==> src/asgr_pkg.sv <==
package asgr_pkg;

    localparam logic [7:0] ESC_BYTE   = 8'h1B;
    localparam logic [7:0] OPEN_BYTE  = 8'h5B;
    localparam logic [7:0] CLOSE_BYTE = 8'h6D;
    localparam logic [7:0] DIGIT_ZERO = 8'h30;
    localparam logic [7:0] DIGIT_NINE = 8'h39;

    localparam int unsigned CODE_W   = 10;
    localparam logic [CODE_W-1:0] CODE_MAX = 10'd1023;

    localparam logic [2:0] FG_DEFAULT = 3'd7;
    localparam logic [2:0] BG_DEFAULT = 3'd0;

    localparam logic [1:0] MODE_NORMAL = 2'd0;
    localparam logic [1:0] MODE_HELD   = 2'd1;
    localparam logic [1:0] MODE_SEQ    = 2'd2;

    localparam logic KIND_TEXT  = 1'b0;
    localparam logic KIND_COLOR = 1'b1;

    localparam int unsigned QUEUE_DEPTH = 4;
    localparam int unsigned COUNT_W     = 3;

    typedef struct packed {
        logic       kind;
        logic [7:0] out_byte;
        logic [2:0] fg_color;
        logic [2:0] bg_color;
        logic       last;
    } result_t;

endpackage

==> src/ansi_sgr_color_filter.sv <==
// Splits a byte stream into text results and colour-change results. ESC '[' opens an
// SGR sequence, decimal digits build one code (saturating at 1023) and 'm' closes it
// with one colour result carrying the updated foreground and background. A byte is
// taken every cycle while the four-entry result queue has at least two free places;
// results enter the queue as their byte is taken and leave it one per cycle while
// res_ready is high. A held ESC then any byte but '[' gives two results (one if it
// is an ESC held again), but the held ESC gave none, so with res_ready high the input
// keeps one byte per cycle; only result stalls fill the queue and drop text_ready.
module ansi_sgr_color_filter
(
    input  logic       clk,
    input  logic       rst_n,
    input  logic       text_valid,
    output logic       text_ready,
    input  logic [7:0] text_byte,
    input  logic       end_of_text,
    output logic       res_valid,
    input  logic       res_ready,
    output logic       kind,
    output logic [7:0] out_byte,
    output logic [2:0] fg_color,
    output logic [2:0] bg_color,
    output logic       last
);

    logic [1:0]                       mode_reg, mode_next;
    logic [asgr_pkg::CODE_W-1:0]      code_reg, code_next;
    logic [2:0]                       fg_reg, fg_next;
    logic [2:0]                       bg_reg, bg_next;
    logic [asgr_pkg::COUNT_W-1:0]     count_reg, count_next;
    asgr_pkg::result_t                queue_reg [asgr_pkg::QUEUE_DEPTH];
    asgr_pkg::result_t                queue_next [asgr_pkg::QUEUE_DEPTH];

    logic                             take;
    logic                             pop;
    logic [1:0]                       n_res;
    asgr_pkg::result_t                res0, res1;
    logic                             is_digit;
    logic [13:0]                      code_acc;
    logic [asgr_pkg::CODE_W-1:0]      code_sat;
    logic [asgr_pkg::CODE_W-1:0]      sub30, sub90, sub40, sub100;
    logic [2:0]                       fg_close, bg_close;
    logic [asgr_pkg::COUNT_W-1:0]     base;

    assign text_ready = (count_reg <= asgr_pkg::COUNT_W'(asgr_pkg::QUEUE_DEPTH - 2));
    assign res_valid  = (count_reg != '0);
    assign take       = text_valid && text_ready;
    assign pop        = res_valid && res_ready;

    assign kind     = queue_reg[0].kind;
    assign out_byte = queue_reg[0].out_byte;
    assign fg_color = queue_reg[0].fg_color;
    assign bg_color = queue_reg[0].bg_color;
    assign last     = queue_reg[0].last;

    // code * 10 + digit
    assign is_digit = (text_byte >= asgr_pkg::DIGIT_ZERO) && (text_byte <= asgr_pkg::DIGIT_NINE);
    assign code_acc = {1'b0, code_reg, 3'b000} + {3'b000, code_reg, 1'b0}
                    + {10'd0, 4'(text_byte - asgr_pkg::DIGIT_ZERO)};
    assign code_sat = (code_acc > 14'(asgr_pkg::CODE_MAX)) ? asgr_pkg::CODE_MAX
                                                           : code_acc[asgr_pkg::CODE_W-1:0];

    assign sub30  = code_reg - 10'd30;
    assign sub90  = code_reg - 10'd90;
    assign sub40  = code_reg - 10'd40;
    assign sub100 = code_reg - 10'd100;

    // colour update on close
    always_comb
    begin
        fg_close = fg_reg;
        bg_close = bg_reg;
        if (code_reg == '0)
        begin
            fg_close = asgr_pkg::FG_DEFAULT;
            bg_close = asgr_pkg::BG_DEFAULT;
        end
        else if (code_reg inside {[10'd30:10'd37]})
        begin
            fg_close = sub30[2:0];
        end
        else if (code_reg inside {[10'd90:10'd97]})
        begin
            fg_close = sub90[2:0];
        end
        else if (code_reg inside {[10'd40:10'd47]})
        begin
            bg_close = sub40[2:0];
        end
        else if (code_reg inside {[10'd100:10'd107]})
        begin
            bg_close = sub100[2:0];
        end
    end

    always_comb
    begin
        mode_next = mode_reg;
        code_next = code_reg;
        fg_next   = fg_reg;
        bg_next   = bg_reg;
        n_res     = 2'd0;
        res0      = '{kind: asgr_pkg::KIND_TEXT, out_byte: text_byte,
                      fg_color: fg_reg, bg_color: bg_reg, last: 1'b1};
        res1      = res0;
        if (take)
        begin
            case (mode_reg)
                asgr_pkg::MODE_HELD:
                begin
                    if (text_byte == asgr_pkg::OPEN_BYTE)
                    begin
                        code_next = '0;
                        mode_next = end_of_text ? asgr_pkg::MODE_NORMAL : asgr_pkg::MODE_SEQ;
                    end
                    else
                    begin
                        res0.out_byte = asgr_pkg::ESC_BYTE;
                        if (text_byte == asgr_pkg::ESC_BYTE && !end_of_text)
                        begin
                            mode_next = asgr_pkg::MODE_HELD;
                            n_res     = 2'd1;
                        end
                        else
                        begin
                            // held escape goes out first, then this byte
                            res0.last = 1'b0;
                            mode_next = asgr_pkg::MODE_NORMAL;
                            n_res     = 2'd2;
                        end
                    end
                end
                asgr_pkg::MODE_SEQ:
                begin
                    if (text_byte == asgr_pkg::CLOSE_BYTE)
                    begin
                        fg_next       = fg_close;
                        bg_next       = bg_close;
                        code_next     = '0;
                        mode_next     = asgr_pkg::MODE_NORMAL;
                        res0.kind     = asgr_pkg::KIND_COLOR;
                        res0.out_byte = 8'd0;
                        res0.fg_color = fg_close;
                        res0.bg_color = bg_close;
                        n_res         = 2'd1;
                    end
                    else
                    begin
                        if (is_digit)
                        begin
                            code_next = code_sat;
                        end
                        if (end_of_text)
                        begin
                            code_next = '0;
                            mode_next = asgr_pkg::MODE_NORMAL;
                        end
                    end
                end
                default:
                begin
                    if (text_byte == asgr_pkg::ESC_BYTE && !end_of_text)
                    begin
                        mode_next = asgr_pkg::MODE_HELD;
                    end
                    else
                    begin
                        mode_next = asgr_pkg::MODE_NORMAL;
                        n_res     = 2'd1;
                    end
                end
            endcase
        end
    end

    // result queue: shift on pop, append up to two entries
    assign base       = count_reg - asgr_pkg::COUNT_W'(pop);
    assign count_next = base + asgr_pkg::COUNT_W'(n_res);

    always_comb
    begin
        for (int i = 0; i < asgr_pkg::QUEUE_DEPTH; i++)
        begin
            if (pop && (i < asgr_pkg::QUEUE_DEPTH - 1))
            begin
                queue_next[i] = queue_reg[i+1];
            end
            else
            begin
                queue_next[i] = queue_reg[i];
            end
            if (n_res != 2'd0 && asgr_pkg::COUNT_W'(i) == base)
            begin
                queue_next[i] = res0;
            end
            if (n_res == 2'd2 && asgr_pkg::COUNT_W'(i) == base + 3'd1)
            begin
                queue_next[i] = res1;
            end
        end
    end

    always_ff @(posedge clk or negedge rst_n)
    begin
        if (!rst_n)
        begin
            mode_reg  <= asgr_pkg::MODE_NORMAL;
            code_reg  <= '0;
            fg_reg    <= asgr_pkg::FG_DEFAULT;
            bg_reg    <= asgr_pkg::BG_DEFAULT;
            count_reg <= '0;
        end
        else
        begin
            mode_reg  <= mode_next;
            code_reg  <= code_next;
            fg_reg    <= fg_next;
            bg_reg    <= bg_next;
            count_reg <= count_next;
        end
    end

    always_ff @(posedge clk)
    begin
        for (int i = 0; i < asgr_pkg::QUEUE_DEPTH; i++)
        begin
            queue_reg[i] <= queue_next[i];
        end
    end

    a_count_bound: assert property (@(posedge clk) disable iff (!rst_n)
        count_reg <= asgr_pkg::COUNT_W'(asgr_pkg::QUEUE_DEPTH))
        else $error("result queue overflow");

    a_code_idle_zero: assert property (@(posedge clk) disable iff (!rst_n)
        mode_reg != asgr_pkg::MODE_SEQ |-> code_reg == '0)
        else $error("code not cleared outside a sequence");

    a_reset_code: assert property (@(posedge clk) disable iff (!rst_n)
        take && mode_reg == asgr_pkg::MODE_SEQ && text_byte == asgr_pkg::CLOSE_BYTE
        && code_reg == '0
        |=> fg_reg == asgr_pkg::FG_DEFAULT && bg_reg == asgr_pkg::BG_DEFAULT)
        else $error("code zero did not restore default colours");

    a_held_two: assert property (@(posedge clk) disable iff (!rst_n)
        take && !pop && mode_reg == asgr_pkg::MODE_HELD && text_byte != asgr_pkg::OPEN_BYTE
        && (text_byte != asgr_pkg::ESC_BYTE || end_of_text)
        |=> count_reg == $past(count_reg) + 3'd2)
        else $error("held escape did not queue two results");

endmodule

==> config.mk <==
export PLATFORM = sky130hd
export DESIGN_NAME = ansi_sgr_color_filter
export DESIGN_NICKNAME = d
export VERILOG_FILES = /design/src/asgr_pkg.sv /design/src/ansi_sgr_color_filter.sv
export SDC_FILE = /design/constraint.sdc
export NUM_CORES = 1
export LEC_CHECK = 0
export ABC_AREA = 1
export BUFFER_PORTS_ARGS = -buffer_cell sky130_fd_sc_hd__buf_2
export CAP_MARGIN = 20
export CELL_PAD_IN_SITES_DETAIL_PLACEMENT = 1
export CELL_PAD_IN_SITES_GLOBAL_PLACEMENT = 1
export CORE_MARGIN = 2
export CORE_UTILIZATION = 50
export CTS_CLUSTER_SIZE = 40
export DETAILED_ROUTE_END_ITERATION = 12
export PLACE_DENSITY = 0.95
export SYNTH_ARGS = -nofsm -noshare
export SYNTH_HDL_FRONTEND = slang
export SYNTH_SLANG_ARGS = --single-unit
export TNS_END_PERCENT = 20
==> constraint.sdc <==
create_clock -name clk -period 6.66 [get_ports clk]
set_clock_uncertainty 0.15 [all_clocks]
set_input_delay 1.665 -clock clk [delete_from_list [all_inputs] [get_ports clk]]
set_output_delay 1.665 -clock clk [all_outputs]
set_load 0.05 [all_outputs]
=== After elaboration in Yosys (flattened, before gate mapping) ===
Memory sizes are Yosys's and may differ from the RTL's.
Cells that the tools add are included.

* Magnitude comparators: 12
* Muxes and demuxes: 46
* Equal/unequal tests: 15
* Reductions and logical operators: 26
* Add/sub/neg operators: 10

{| class="wikitable"
|+ Operators by type and width
! cell !! number
|-
| 16-bit two-way mux || 12
|-
| 10-bit two-way mux || 5
|-
| 3-bit two-way mux || 8
|-
| 10-bit by 7-bit greater-or-equal comparator with 1-bit output (second input constant) || 2
|-
| 10-bit by 6-bit less-or-equal comparator with 1-bit output (second input constant) || 2
|-
| 10-bit by 7-bit less-or-equal comparator with 1-bit output (second input constant) || 2
|-
| 10-bit one-hot mux with 2 select lines || 1
|-
| 8-bit by 7-bit equality test with 1-bit output (second input constant) || 2
|-
| 1-bit logical AND || 16
|-
| 8-bit one-hot mux with 2 select lines || 1
|-
| 15-bit two-way mux || 1
|-
| 13-bit by 11-bit adder with 14-bit output || 1
|-
| 14-bit by 4-bit adder with 14-bit output || 1
|-
| 14-bit by 10-bit > comparator with 1-bit output (second input constant) || 1
|-
| 2-bit two-way mux || 7
|-
| 2-bit by 3-bit equality test with 1-bit output (first input constant) || 4
|-
| 10-bit by 5-bit greater-or-equal comparator with 1-bit output (second input constant) || 1
|-
| 10-bit by 6-bit greater-or-equal comparator with 1-bit output (second input constant) || 1
|-
| 10-bit logical NOT || 1
|-
| 8-bit by 5-bit equality test with 1-bit output (second input constant) || 1
|-
| 8-bit by 6-bit greater-or-equal comparator with 1-bit output (second input constant) || 1
|-
| 8-bit by 6-bit less-or-equal comparator with 1-bit output (second input constant) || 1
|-
| 8-bit two-way mux || 1
|-
| 2-bit one-hot mux with 2 select lines || 2
|-
| 23 further kinds || 34
|}

* Memories: 1
* Bits in writable memories: 64
* Output and inout bits: 18
* Flip-flop bits (word level): 21
* Input bits: 13
* Logic and storage cells: 115

{| class="wikitable"
|+ Memories
! name !! depth !! width !! rd ports !! clocked after Yosys merged registers in !! wr ports !! RTL line !! source
|-
| queue_reg || 4 || 16 || 4 || 0 || 4 || ansi_sgr_color_filter.sv:31 || <nowiki>asgr_pkg::result_t queue_reg [asgr_pkg::QUEUE_DEPTH];</nowiki>
|}

=== Longest topological paths before layout ===
Gate-level depths: netlist of the first run.

* Depth in word-level cells: 12
* Depth in mapped cells: 16
* Mapped depth without buffers: 16

=== Least setup slack after synthesis of the first run ===
OpenSTA, ideal clock, no wires.

* Path kind: input port to flip-flop
* From: input res_ready
* To: memory queue_reg[0][10] (netlist name), enable pin
* Slack: 2.187 ns
* Buffers on the path: 2
* Stages: 12
* Data required time: 6.116 ns
* Setup time: 0.394 ns
* Arrival: 3.929 ns
* Cell sequence: nand2_1 clkinv_1 ha_1 ha_1 xnor2_1 ha_1 inv_1 nor2_4 nand3_1 buf_2 buf_4 nand3_1

{| class="wikitable"
|+ RTL lines
! element !! RTL line !! source
|-
| start: declaration || ansi_sgr_color_filter.sv:18 || <nowiki>input logic res_ready,</nowiki>
|-
| end: declaration || ansi_sgr_color_filter.sv:31 ||
|}

==> results of run 1 <==
-- cells by family (layout without fill, tap and decap cells) --
family | Yosys count | count (layout) | share of synthesized area [%]
adders and majority gates | 30 | 30 | 7.00
and+or+nand+nor | 418 | 418 | 32.6
DFF | 85 | 85 | 41.7
xor gates and xnor gates | 9 | 9 | 1.39
buffers and inverters | 115 | 139 | 8.71
AOI/OAI and AO/OA | 93 | 93 | 8.67
-- synthesized netlist by cell type (3+ instances only) --
library cell  count  share of area, %
nor2_1           61               4.0
dfstp_2           3               1.4
nand3b_1          5              0.66
fa_1              3               1.1
ha_1             27               5.9
o21ai_0          24               2.1
inv_1            87               5.7
xor2_1            5              0.77
dfxtp_1           8               2.8
a21oi_1          41               3.6
buf_6             6               1.2
o21ai_1          15               1.3
o22ai_1           5              0.55
nand3_1          77               6.8
nand2_1         245                16
dfrtp_1          18               7.9
edfxtp_1         56                30
nand4_1           6              0.66
buf_2             8              0.70
nand2_2           6              0.66
nor2_4            4              0.79
nand2_4           6               1.2
xnor2_1           4              0.62
clkbuf_1          6              0.40
inv_2             4              0.26
-- metal layers --
metal	vias up	routed length (um)
li1	2476	-
met1	2580	6750
met2	190	8850
met3	47	931
met4	0	517
met5	-	0
-- area by class of cell --
cell class	instances	share of cell area (%)
timing repair buffer	31	2.56
tap	140	2.84
clock buffer	11	3.94
sequential	85	38.5
clock inverter	5	0.812
multi-input combinational	550	45.8
inverter	92	5.60
-- critical path, cell delays in order --
cell and delay [ns]:
buf_2 0.10, nand2_1 0.22, clkinv_1 0.37, ha_1 0.33, ha_1 0.35, nor2_1 0.23
ha_1 0.28, inv_1 0.18, nor2_4 0.09, nand3_1 0.51, nand3_1 0.69
-- metrics by stage --
stage                     instances  utilization (%)  cell area [sq um]  hold WS (ns)
after floorplan                 750                -               5690         0.279
after global placement          898             53.5               5870         0.300
after detailed placement        898             53.5               5870         0.321
after CTS                       914             56.1               6160         0.353
after global routing            914             56.1               6160         0.366
final                           914             56.1               6160         0.353
-- worst min path at each step --
stage / slack, ns / depth (start not counted) / end
after global routing: 0.37 / 2 / queue_reg[2][0]
after floorplan: 0.28 / 2 / queue_reg[2][0]
after CTS: 0.35 / 2 / queue_reg[1][15]
after detailed placement: 0.32 / 2 / queue_reg[2][0]
final: 0.35 / 2 / queue_reg[0][15]
after global placement: 0.30 / 2 / queue_reg[2][0]
-- power groups by stage --
| stage | combinational [mW] | sequential, mW | clock (mW) |
|---|---|---|---|
| 2_1_floorplan | 0.458 | 0.937 | 0 |
| 3_3_place_gp | 0.708 | 0.803 | 0 |
| 3_5_place_dp | 0.764 | 0.813 | 0 |
| 4_1_cts | 0.776 | 0.806 | 0.510 |
| 5_1_grt | 0.849 | 0.816 | 0.538 |
| 6_report | 0.781 | 0.805 | 0.511 |
==> results by group, run 1 <==
Drt
  – WL per Instance: 18.6 um
  – Remaining antenna violation count: 0
  – DR DRC count: 0
  – Post-Route WL: 17000 um
  – Vias: 5293
  – DR vias/cell: 5.79
  – DRT iter0 DRCs: 369
  – TritonRoute pass-1 iters: 5

Critical path
  – Startpoint types: input port
  – Worst EP arrival: 5.01 ns
  – Worst r2r src: count_reg[1]
  – Worst setup EP type: flop
  – Worst Setup EP: queue_reg[0][9]
  – Critical path required time: 6.40 ns
  – RR Endpoint: queue_reg[0][9]
  – Flop-to-flop setup slack: 1.98 ns
  – Critical Path Source: res_ready
  – Worst R2R Path Depth: 12
  – Critical path class: input port to flop
  – Max FO, Critical Path: 20

Floorplanning
  – Standard-cell rows: 38
  – Die Wd: 111 um
  – Initial Util: 51.8%
  – Die extent in y: 111 um
  – Core area: 11000 sq um
  – Die ar.: 12200 sq um
  – Top-level I/O count: 31

Pwr
  – Switch Pwr: 0.853 mW
  – Clock share of power: 24.4%
  – Pleak: 3.01 nW
  – Maximum VDD drop: 0.258 mV
  – Net Sw Frac: 40.7%
  – Internal: 1.24 mW
  – Sequential Power Share: 38.4%
  – Gate power share: 37.2%
  – Power Total: 2.10 mW
  – Pwr/cell area: 340 nW/um^2

Global route
  – M2 GR Usage: 51.3%
  – GR Util met3: 5.90%
  – Gr usage total: 28.9%
  – First-pass GRT wire length: 28500 um
  – Pin count of the biggest net entering global routing: 27
  – Vias in the first global route: 5754
  – Met1 Usage GRT: 33.5%
  – Grt ovf: 0
  – GR peak layer: met2
  – Initial antenna violation count: 0

STA
  – Slew Limit Headroom: 36.0%
  – Worst-Margin Slew: 0.959 ns
  – Min cycle time layout: 5.27 ns
  – Fin. Hold Viols: 0
  – Fmax: 190 MHz
  – Final setup fails: 0
  – Fin worst setup slack: 1.39 ns
  – RSZ-0062 raised after global routing: false
  – Setup TNS after final layout: 0 ns
  – Count of pins over their slew limit: 0
  – Fin crit share: 79.2%

Layout
  – Area occupied by multi-input gates: 2820 sq um
  – Layout cells sized above 1: 9.82%
  – Most frequent cells in the layout: nand2_1 (245), inv_1 (87), nand3_1 (77), nor2_1 (61), edfxtp_1 (56)
  – Nets@finish: 812
  – Register area: 2370 sq um
  – Area Overhead vs Synth: 8.36%
  – ANT cells: 0
  – Layout filler cell count: 1415
  – Max reg flops: 64
  – Commonest non-fill, non-tap cell in the layout: nand2_1

Status
  – Status: finished, final reports clean

Logic synthesis
  – Ys Warns: 0
  – Avg Inst Size Synth: 7.58 sq um
  – Ys async rst share: 24.7%
  – Synthesis-stage register bit count: 85
  – EDFF count, synth: 56
  – Main synth FF type: edfxtp_1
  – Synth Instances: 750
  – Syn nets: 793
  – Post-synthesis cell area: 5690 sq um
  – Sequential share of the synthesized area: 41.7%
  – Count of different cell masters after synthesis: 41

Placement
  – I/O Buffers: 30
  – Post-DP HPWL: 12400 um
  – Pre-CTS WS: 1.21 ns
  – Final Wtd Congestion: 0.891

CTS
  – Clk sinks: 85
  – Clock Path Buffers: 2
  – TritonCTS clock tree: done
  – Num CTS Buffers: 9
  – H-tree depth: 3
  – Worst-Skew Late Latency: 0.34 ns
  – CTS clock-pin slew for the worst setup and hold paths: 0.06 ns
  – CTS Hold Buffers Added: 0
  – Resize count post-CTS: 0
  – Root Buffer: clkbuf_16
  – Postcts setup bufs: 0

Worst hold path
  – Worst min-delay path startpoint: queue_reg[0][15]
  – Hold Crit Class: flop to flop

Run
  – Max cap viols: 0
(Power assumes the default switching activity.)
==> inputs of run 2 (changes only) <==
--- a/config.mk
+++ b/config.mk
@@ -5,16 +5,16 @@
 export SDC_FILE = /design/constraint.sdc
 export NUM_CORES = 1
 export LEC_CHECK = 0
-export ABC_AREA = 1
+export ABC_AREA = 0
 export BUFFER_PORTS_ARGS = -buffer_cell sky130_fd_sc_hd__buf_2
 export CAP_MARGIN = 20
 export CELL_PAD_IN_SITES_DETAIL_PLACEMENT = 1
 export CELL_PAD_IN_SITES_GLOBAL_PLACEMENT = 1
 export CORE_MARGIN = 2
-export CORE_UTILIZATION = 50
+export CORE_UTILIZATION = 44
 export CTS_CLUSTER_SIZE = 40
 export DETAILED_ROUTE_END_ITERATION = 12
-export PLACE_DENSITY = 0.95
+export PLACE_DENSITY = 0.86
 export SYNTH_ARGS = -nofsm -noshare
 export SYNTH_HDL_FRONTEND = slang
 export SYNTH_SLANG_ARGS = --single-unit
==> constraint.sdc (replaced) <==
create_clock -name clk -period 4.62 [get_ports clk]
set_clock_uncertainty 0.15 [all_clocks]
set_input_delay 1.155 -clock clk [delete_from_list [all_inputs] [get_ports clk]]
set_output_delay 1.155 -clock clk [all_outputs]
set_load 0.05 [all_outputs]
==> results by group, run 2 <==
Status
  – Status: finished, final reports clean

CTS
  – Clk sinks: 85
  – CTS clock-pin slew for the worst setup and hold paths: 0.06 ns
  – Worst-Skew Late Latency: 0.34 ns
  – Clock Path Buffers: 2
  – CTS Hold Buffers Added: 0
  – TritonCTS clock tree: done
  – Num CTS Buffers: 9
  – Resize count post-CTS: 0
  – H-tree depth: 3
  – Root Buffer: clkbuf_16
  – Postcts setup bufs: 0

Worst hold path
  – Worst Hold Path Cells: 1
  – Hold endpoint: queue_reg[1][0]
  – Hold Crit Class: flop to flop
  – Worst min-delay path startpoint: queue_reg[1][0]

STA
  – Hold_ws: 0.360 ns
  – RSZ-0062 raised after global routing: false
  – Final setup fails: 0
  – Fmax: 242 MHz
  – Slew Limit Headroom: 49.1%
  – Min cycle time layout: 4.13 ns
  – Fin crit share: 89.4%
  – Fin. Hold Viols: 0
  – Setup TNS after final layout: 0 ns
  – Count of pins over their slew limit: 0
  – Worst-Margin Slew: 0.759 ns

Global route
  – Grt ovf: 0
  – GR Util met3: 2.54%
  – Pin count of the biggest net entering global routing: 24
  – First-pass GRT wire length: 22800 um
  – Gr usage total: 22.6%
  – M2 GR Usage: 41.9%
  – Initial antenna violation count: 0
  – Vias in the first global route: 4557
  – GR peak layer: met2
  – Met1 Usage GRT: 26.2%

Drt
  – DRT iter0 DRCs: 223
  – Post-Route WL: 14000 um
  – WL per Instance: 20.5 um
  – Vias: 4124
  – TritonRoute pass-1 iters: 4
  – DR vias/cell: 6.04
  – Remaining antenna violation count: 0
  – DR DRC count: 0

Critical path
  – Startpoint types: input port
  – Worst R2R Path Depth: 11
  – Critical path class: input port to flop
  – Sum of buffers and inverters on the critical path: 1
  – Worst-path cell chain: buf_2 -> fa_1 -> fa_1 -> a211oi_1 -> o21ai_0 -> o21ai_0 -> o21ai_0 -> a21bo_1 -> a211oi_4 -> a21oi_1
  – Worst r2r src: count_reg[0]
  – CP max stage cell: fa_1
  – Flop-to-flop setup slack: 0.94 ns
  – Slowest Stage Delay on Critical Path: 0.54 ns
  – Cell mode on critical path: o21ai_0
  – Worst setup EP type: flop
  – RR Endpoint: queue_reg[0][11]
  – Critical path required time: 4.66 ns
  – Worst EP arrival: 4.17 ns
  – Max FO, Critical Path: 10
  – Crit path max-delay family: compound AO/OA/AOI/OAI gates

Logic synthesis
  – Synth Instances: 499
  – Sequential share of the synthesized area: 45.7%
  – Post-synth top cells: nand2_1 (68), edfxtp_1 (56), o21ai_0 (44), a21oi_1 (34), ha_1 (27)
  – Post-synthesis cell area: 5190 sq um
  – Top-count cell post-synth: nand2_1
  – Ys async rst share: 24.7%
  – Main synth FF type: edfxtp_1
  – Ys Warns: 0
  – EDFF count, synth: 56
  – Syn nets: 542
  – Post-synth top area share: 32.4%
  – Dominant cell type by area after synthesis: edfxtp_1
  – Avg Inst Size Synth: 10.4 sq um
  – Area contributors post-synth: edfxtp_1 (32%), dfrtp_1 (8.7%), ha_1 (6.5%), nand2_1 (4.9%), o21ai_0 (4.2%)
  – Synthesis-stage register bit count: 85
  – Count of different cell masters after synthesis: 76

Placement
  – Final Wtd Congestion: 0.891
  – Post-DP HPWL: 10500 um
  – I/O Buffers: 30

Floorplanning
  – Standard-cell rows: 39
  – Core area: 11500 sq um
  – Die Wd: 113 um
  – Die extent in y: 113 um
  – Initial Util: 45.3%
  – Die ar.: 12700 sq um
  – Top-level I/O count: 31

Layout
  – Area Overhead vs Synth: 12.0%
  – ANT cells: 0
  – Layout cells sized above 1: 16.1%
  – Utilization after layout: 50.7%
  – Commonest non-fill, non-tap cell in the layout: nand2_1
  – Nets@finish: 578
  – Most frequent cells in the layout: nand2_1 (68), edfxtp_1 (56), o21ai_0 (44), a21oi_1 (34), buf_2 (30)
  – Max reg flops: 64

Pwr
  – Pwr/cell area: 508 nW/um^2
  – Pleak: 2.47 nW
  – Maximum VDD drop: 0.323 mV

Run
  – Max cap viols: 0
[run 2: changes by cell type in the layout (fill, tap and decap cells not counted), sizes merged, moves of 7 or more]
cell | before | now
a211oi | 0 | 8
a21oi | 42 | 34
a22o | 0 | 9
and2 | 0 | 7
buf | 31 | 44
inv | 91 | 23
mux2i | 0 | 21
nand2 | 257 | 68
nand2b | 0 | 8
nand3 | 78 | 4
nand4 | 8 | 1
nor2 | 67 | 18
o21ai | 39 | 54
[run 2: cell type report]
| class | count | area, sq um |
|---|---|---|
| flip-flops and latches | 85 | 2370 |
| clock buffers | 10 | 229 |
| repair buffers | 44 | 255 |
| inverters | 23 | 86.3 |
| multi-input cells | 372 | 2630 |
| clock inverters | 6 | 62.6 |
| fillers | 1263 | 5650 |
| well taps | 143 | 179 |
[run 2: cell families after synthesis]
kind of cell	share of synthesized area, %
AO/OA/AOI/OAI	21.2
AND/OR/NAND/NOR	15.1
flip-flops	45.7
buffers and inverters	3.66
adder cells (fa/ha/maj)	7.66
multiplexers	4.91
XOR/XNOR	1.85
[run 2: power breakdown]
part / internal, mW / leakage [nW] / switching, mW
logic: 0.348 / 1.44 / 0.746
clock network: 0.419 / 0.138 / 0.308
registers: 1.05 / 0.893 / 0.0794
total: 1.82 / 2.47 / 1.13
[run 2: worst register-to-register path, delay by kind of cell (launching register included)]
family / cells / cell delay, ns
simple gates: 7 / 1.79
fa+ha+maj: 3 / 0.80
flops: 1 / 0.40
buf+inv: 1 / 0.15
[run 2: layer usage]
layer	vias to the layer above	routed length, um
li1	1933	-
met4	0	334
met1	2076	5870
met5	-	0
met3	28	350
met2	87	7420
[run 2: worst max path at each step]
stage | start | end | slack (ns) | depth (start not counted)
after floorplan | res_ready | queue_reg[0][10] | 0.61 | 11
after global placement | text_byte[3] | code_reg[0] | 0.31 | 10
after detailed placement | text_byte[3] | code_reg[9] | 0.15 | 10
after CTS | text_byte[3] | code_reg[9] | 0.49 | 10
after global routing | text_byte[3] | code_reg[7] | 0.24 | 10
final | text_byte[3] | code_reg[9] | 0.49 | 10
[run 2: through the flow]
step,instances,worst slack (ns),instance area [sq um],total power [mW]
2_1_floorplan,499,0.613,5190,1.94
3_3_place_gp,667,0.307,5520,2.14
3_5_place_dp,667,0.152,5520,2.23
4_1_cts,683,0.486,5820,2.96
5_1_grt,683,0.239,5820,3.09
6_report,683,0.490,5820,2.95
==> inputs of run 3 (changes only) <==
--- a/config.mk
+++ b/config.mk
@@ -6,7 +6,7 @@
 export NUM_CORES = 1
 export LEC_CHECK = 0
 export ABC_AREA = 0
-export BUFFER_PORTS_ARGS = -buffer_cell sky130_fd_sc_hd__buf_2
+export BUFFER_PORTS_ARGS = -buffer_cell sky130_fd_sc_hd__clkbuf_2
 export CAP_MARGIN = 20
 export CELL_PAD_IN_SITES_DETAIL_PLACEMENT = 1
 export CELL_PAD_IN_SITES_GLOBAL_PLACEMENT = 1
==> results by group, run 3 (synthesis results as in run 2) <==
Drt
  – Remaining antenna violation count: 0
  – DR vias/cell: 5.98
  – DRT iter0 DRCs: 235
  – Vias: 4089
  – Post-Route WL: 13600 um
  – DR DRC count: 0
  – WL per Instance: 19.9 um
  – TritonRoute pass-1 iters: 4

Global route
  – Gr usage total: 22.0%
  – Grt ovf: 0
  – Initial antenna violation count: 0
  – Vias in the first global route: 4335
  – First-pass GRT wire length: 22000 um
  – Pin count of the biggest net entering global routing: 24

Critical path
  – Worst r2r src: count_reg[0]
  – Crit path max-delay family: compound AO/OA/AOI/OAI gates
  – Max FO, Critical Path: 10
  – Worst setup EP type: flop
  – Worst R2R Path Depth: 12
  – Slowest Stage Delay on Critical Path: 0.54 ns
  – Flop-to-flop setup slack: 0.81 ns
  – RR Endpoint: queue_reg[1][2]
  – Critical path class: input port to flop
  – Critical path required time: 4.66 ns
  – Sum of buffers and inverters on the critical path: 1
  – Worst EP arrival: 4.18 ns
  – Startpoint types: input port
  – CP max stage cell: fa_1
  – Worst-path cell chain: clkbuf_2 -> fa_1 -> ha_1 -> a211oi_1 -> o21ai_2 -> a41oi_2 -> or3b_1 -> a21bo_1 -> a211oi_4 -> a21oi_1

CTS
  – Clk sinks: 85
  – Postcts setup bufs: 0
  – Resize count post-CTS: 0
  – Worst-Skew Late Latency: 0.34 ns
  – H-tree depth: 3
  – Root Buffer: clkbuf_16
  – Clock Path Buffers: 2
  – CTS clock-pin slew for the worst setup and hold paths: 0.06 ns
  – TritonCTS clock tree: done
  – CTS Hold Buffers Added: 0
  – Num CTS Buffers: 9

Layout
  – ANT cells: 0
  – Area Overhead vs Synth: 12.1%
  – Nets@finish: 579
  – Most frequent cells in the layout: nand2_1 (68), edfxtp_1 (56), o21ai_0 (44), a21oi_1 (34), clkbuf_2 (30)
  – Layout filler cell count: 1287
  – Max reg flops: 64
  – Commonest non-fill, non-tap cell in the layout: nand2_1
  – Layout cells sized above 1: 16.3%
  – Final Cell Area: 5820 sq um

Placement
  – Final Wtd Congestion: 0.900
  – I/O Buffers: 30
  – Post-DP HPWL: 10300 um
  – Cell Area, Placed: 5530 sq um

STA
  – Slew Limit Headroom: 47.3%
  – Fin crit share: 89.5%
  – Fmax: 242 MHz
  – Min cycle time layout: 4.14 ns
  – Worst-Margin Slew: 0.786 ns
  – Setup TNS after final layout: 0 ns
  – Count of pins over their slew limit: 0
  – RSZ-0062 raised after global routing: false
  – Final setup fails: 0
  – Fin. Hold Viols: 0

Pwr
  – Internal: 1.81 mW
  – Net Sw Frac: 38.0%
  – Pwr/cell area: 502 nW/um^2
  – Gate power share: 37.2%
  – Sequential Power Share: 38.8%
  – Clock share of power: 24.0%
  – Switch Pwr: 1.11 mW
  – Maximum VDD drop: 0.340 mV
  – Pleak: 2.49 nW

Run
  – Max cap viols: 0

Worst hold path
  – Hold endpoint: queue_reg[0][0]
  – Hold Crit Class: flop to flop
  – Worst min-delay path startpoint: queue_reg[0][0]
  – Worst Hold Path Cells: 1

Floorplanning
  – Die extent in y: 113 um
  – Die Wd: 113 um
  – Die ar.: 12700 sq um
  – Initial Util: 45.3%
  – Standard-cell rows: 39
  – Top-level I/O count: 31
  – Core area: 11500 sq um

Status
  – Status: finished, final reports clean
## run 3: changes by cell type in the layout (fill, tap and decap cells not counted), sizes merged
cell / change
buf: -29
clkbuf: +33
clkinv: -1
bufinv: -1
clkinvlp: -1
## run 3: area by class of cell
| type | count | area [sq um] | area share [%] |
|---|---|---|---|
| clock inverters | 3 | 17.5 | 0.301 |
| well taps | 143 | 179 | 3.07 |
| repair buffers | 45 | 263 | 4.51 |
| flip-flops and latches | 85 | 2370 | 40.7 |
| inverters | 23 | 86.3 | 1.48 |
| clock buffers | 13 | 272 | 4.66 |
| multi-input cells | 372 | 2630 | 45.2 |
## run 3: how the worst max path moves through the flow
stage                     slack [ns]  depth (start not counted)                to          from
final                           0.48                         10       code_reg[7]  text_byte[3]
after global routing            0.32                         10       code_reg[5]  text_byte[3]
after CTS                       0.53                         10       code_reg[7]  text_byte[3]
after detailed placement        0.18                         10       code_reg[0]  text_byte[3]
after global placement          0.32                         10       code_reg[1]  text_byte[3]
after floorplan                 0.61                         11  queue_reg[0][10]     res_ready
## run 3: metal layers
metal  routed length, um  vias to the layer above  part of all wire [%]  track usage (%)
li1                    -                     1931                     -                -
met1                5780                     2050                    42             25.9
met5                   0                        -                     0                0
met4                 323                        0                   2.4             7.89
met2                7050                       83                    52             40.5
met3                 458                       25                   3.4             3.46
## run 3: power groups by stage
stage	registers, mW	logic, mW	clock network [mW]
after floorplan	1.30	0.638	0
after global placement	1.13	1.01	0
after detailed placement	1.15	1.08	0
after CTS	1.13	1.09	0.711
after global routing	1.15	1.17	0.741
final	1.13	1.09	0.702
## run 3: worst reg2reg max path: stages (launching register included)
cell and delay (ns):
dfrtp_1 0.40, or3_1 0.41, nand2_1 0.28, clkinv_1 0.15, ha_1 0.22, ha_1 0.19, xnor2_1 0.13, buf_4 0.16
ha_1 0.34, nor2b_1 0.20, nand3_1 0.14, and2_1 0.22, nand2_1 0.44
## run 3: through the flow
| stage | setup slack (ns) | instances | utilization [%] | hold slack [ns] | power, mW |
|---|---|---|---|---|---|
| floorplan | 0.613 | 499 | - | 0.304 | 1.94 |
| global placement | 0.322 | 668 | 48.2 | 0.328 | 2.15 |
| detailed placement | 0.184 | 668 | 48.2 | 0.337 | 2.22 |
| CTS | 0.534 | 684 | 50.8 | 0.355 | 2.94 |
| global route | 0.323 | 684 | 50.8 | 0.381 | 3.06 |
| finish | 0.484 | 684 | 50.8 | 0.351 | 2.92 |
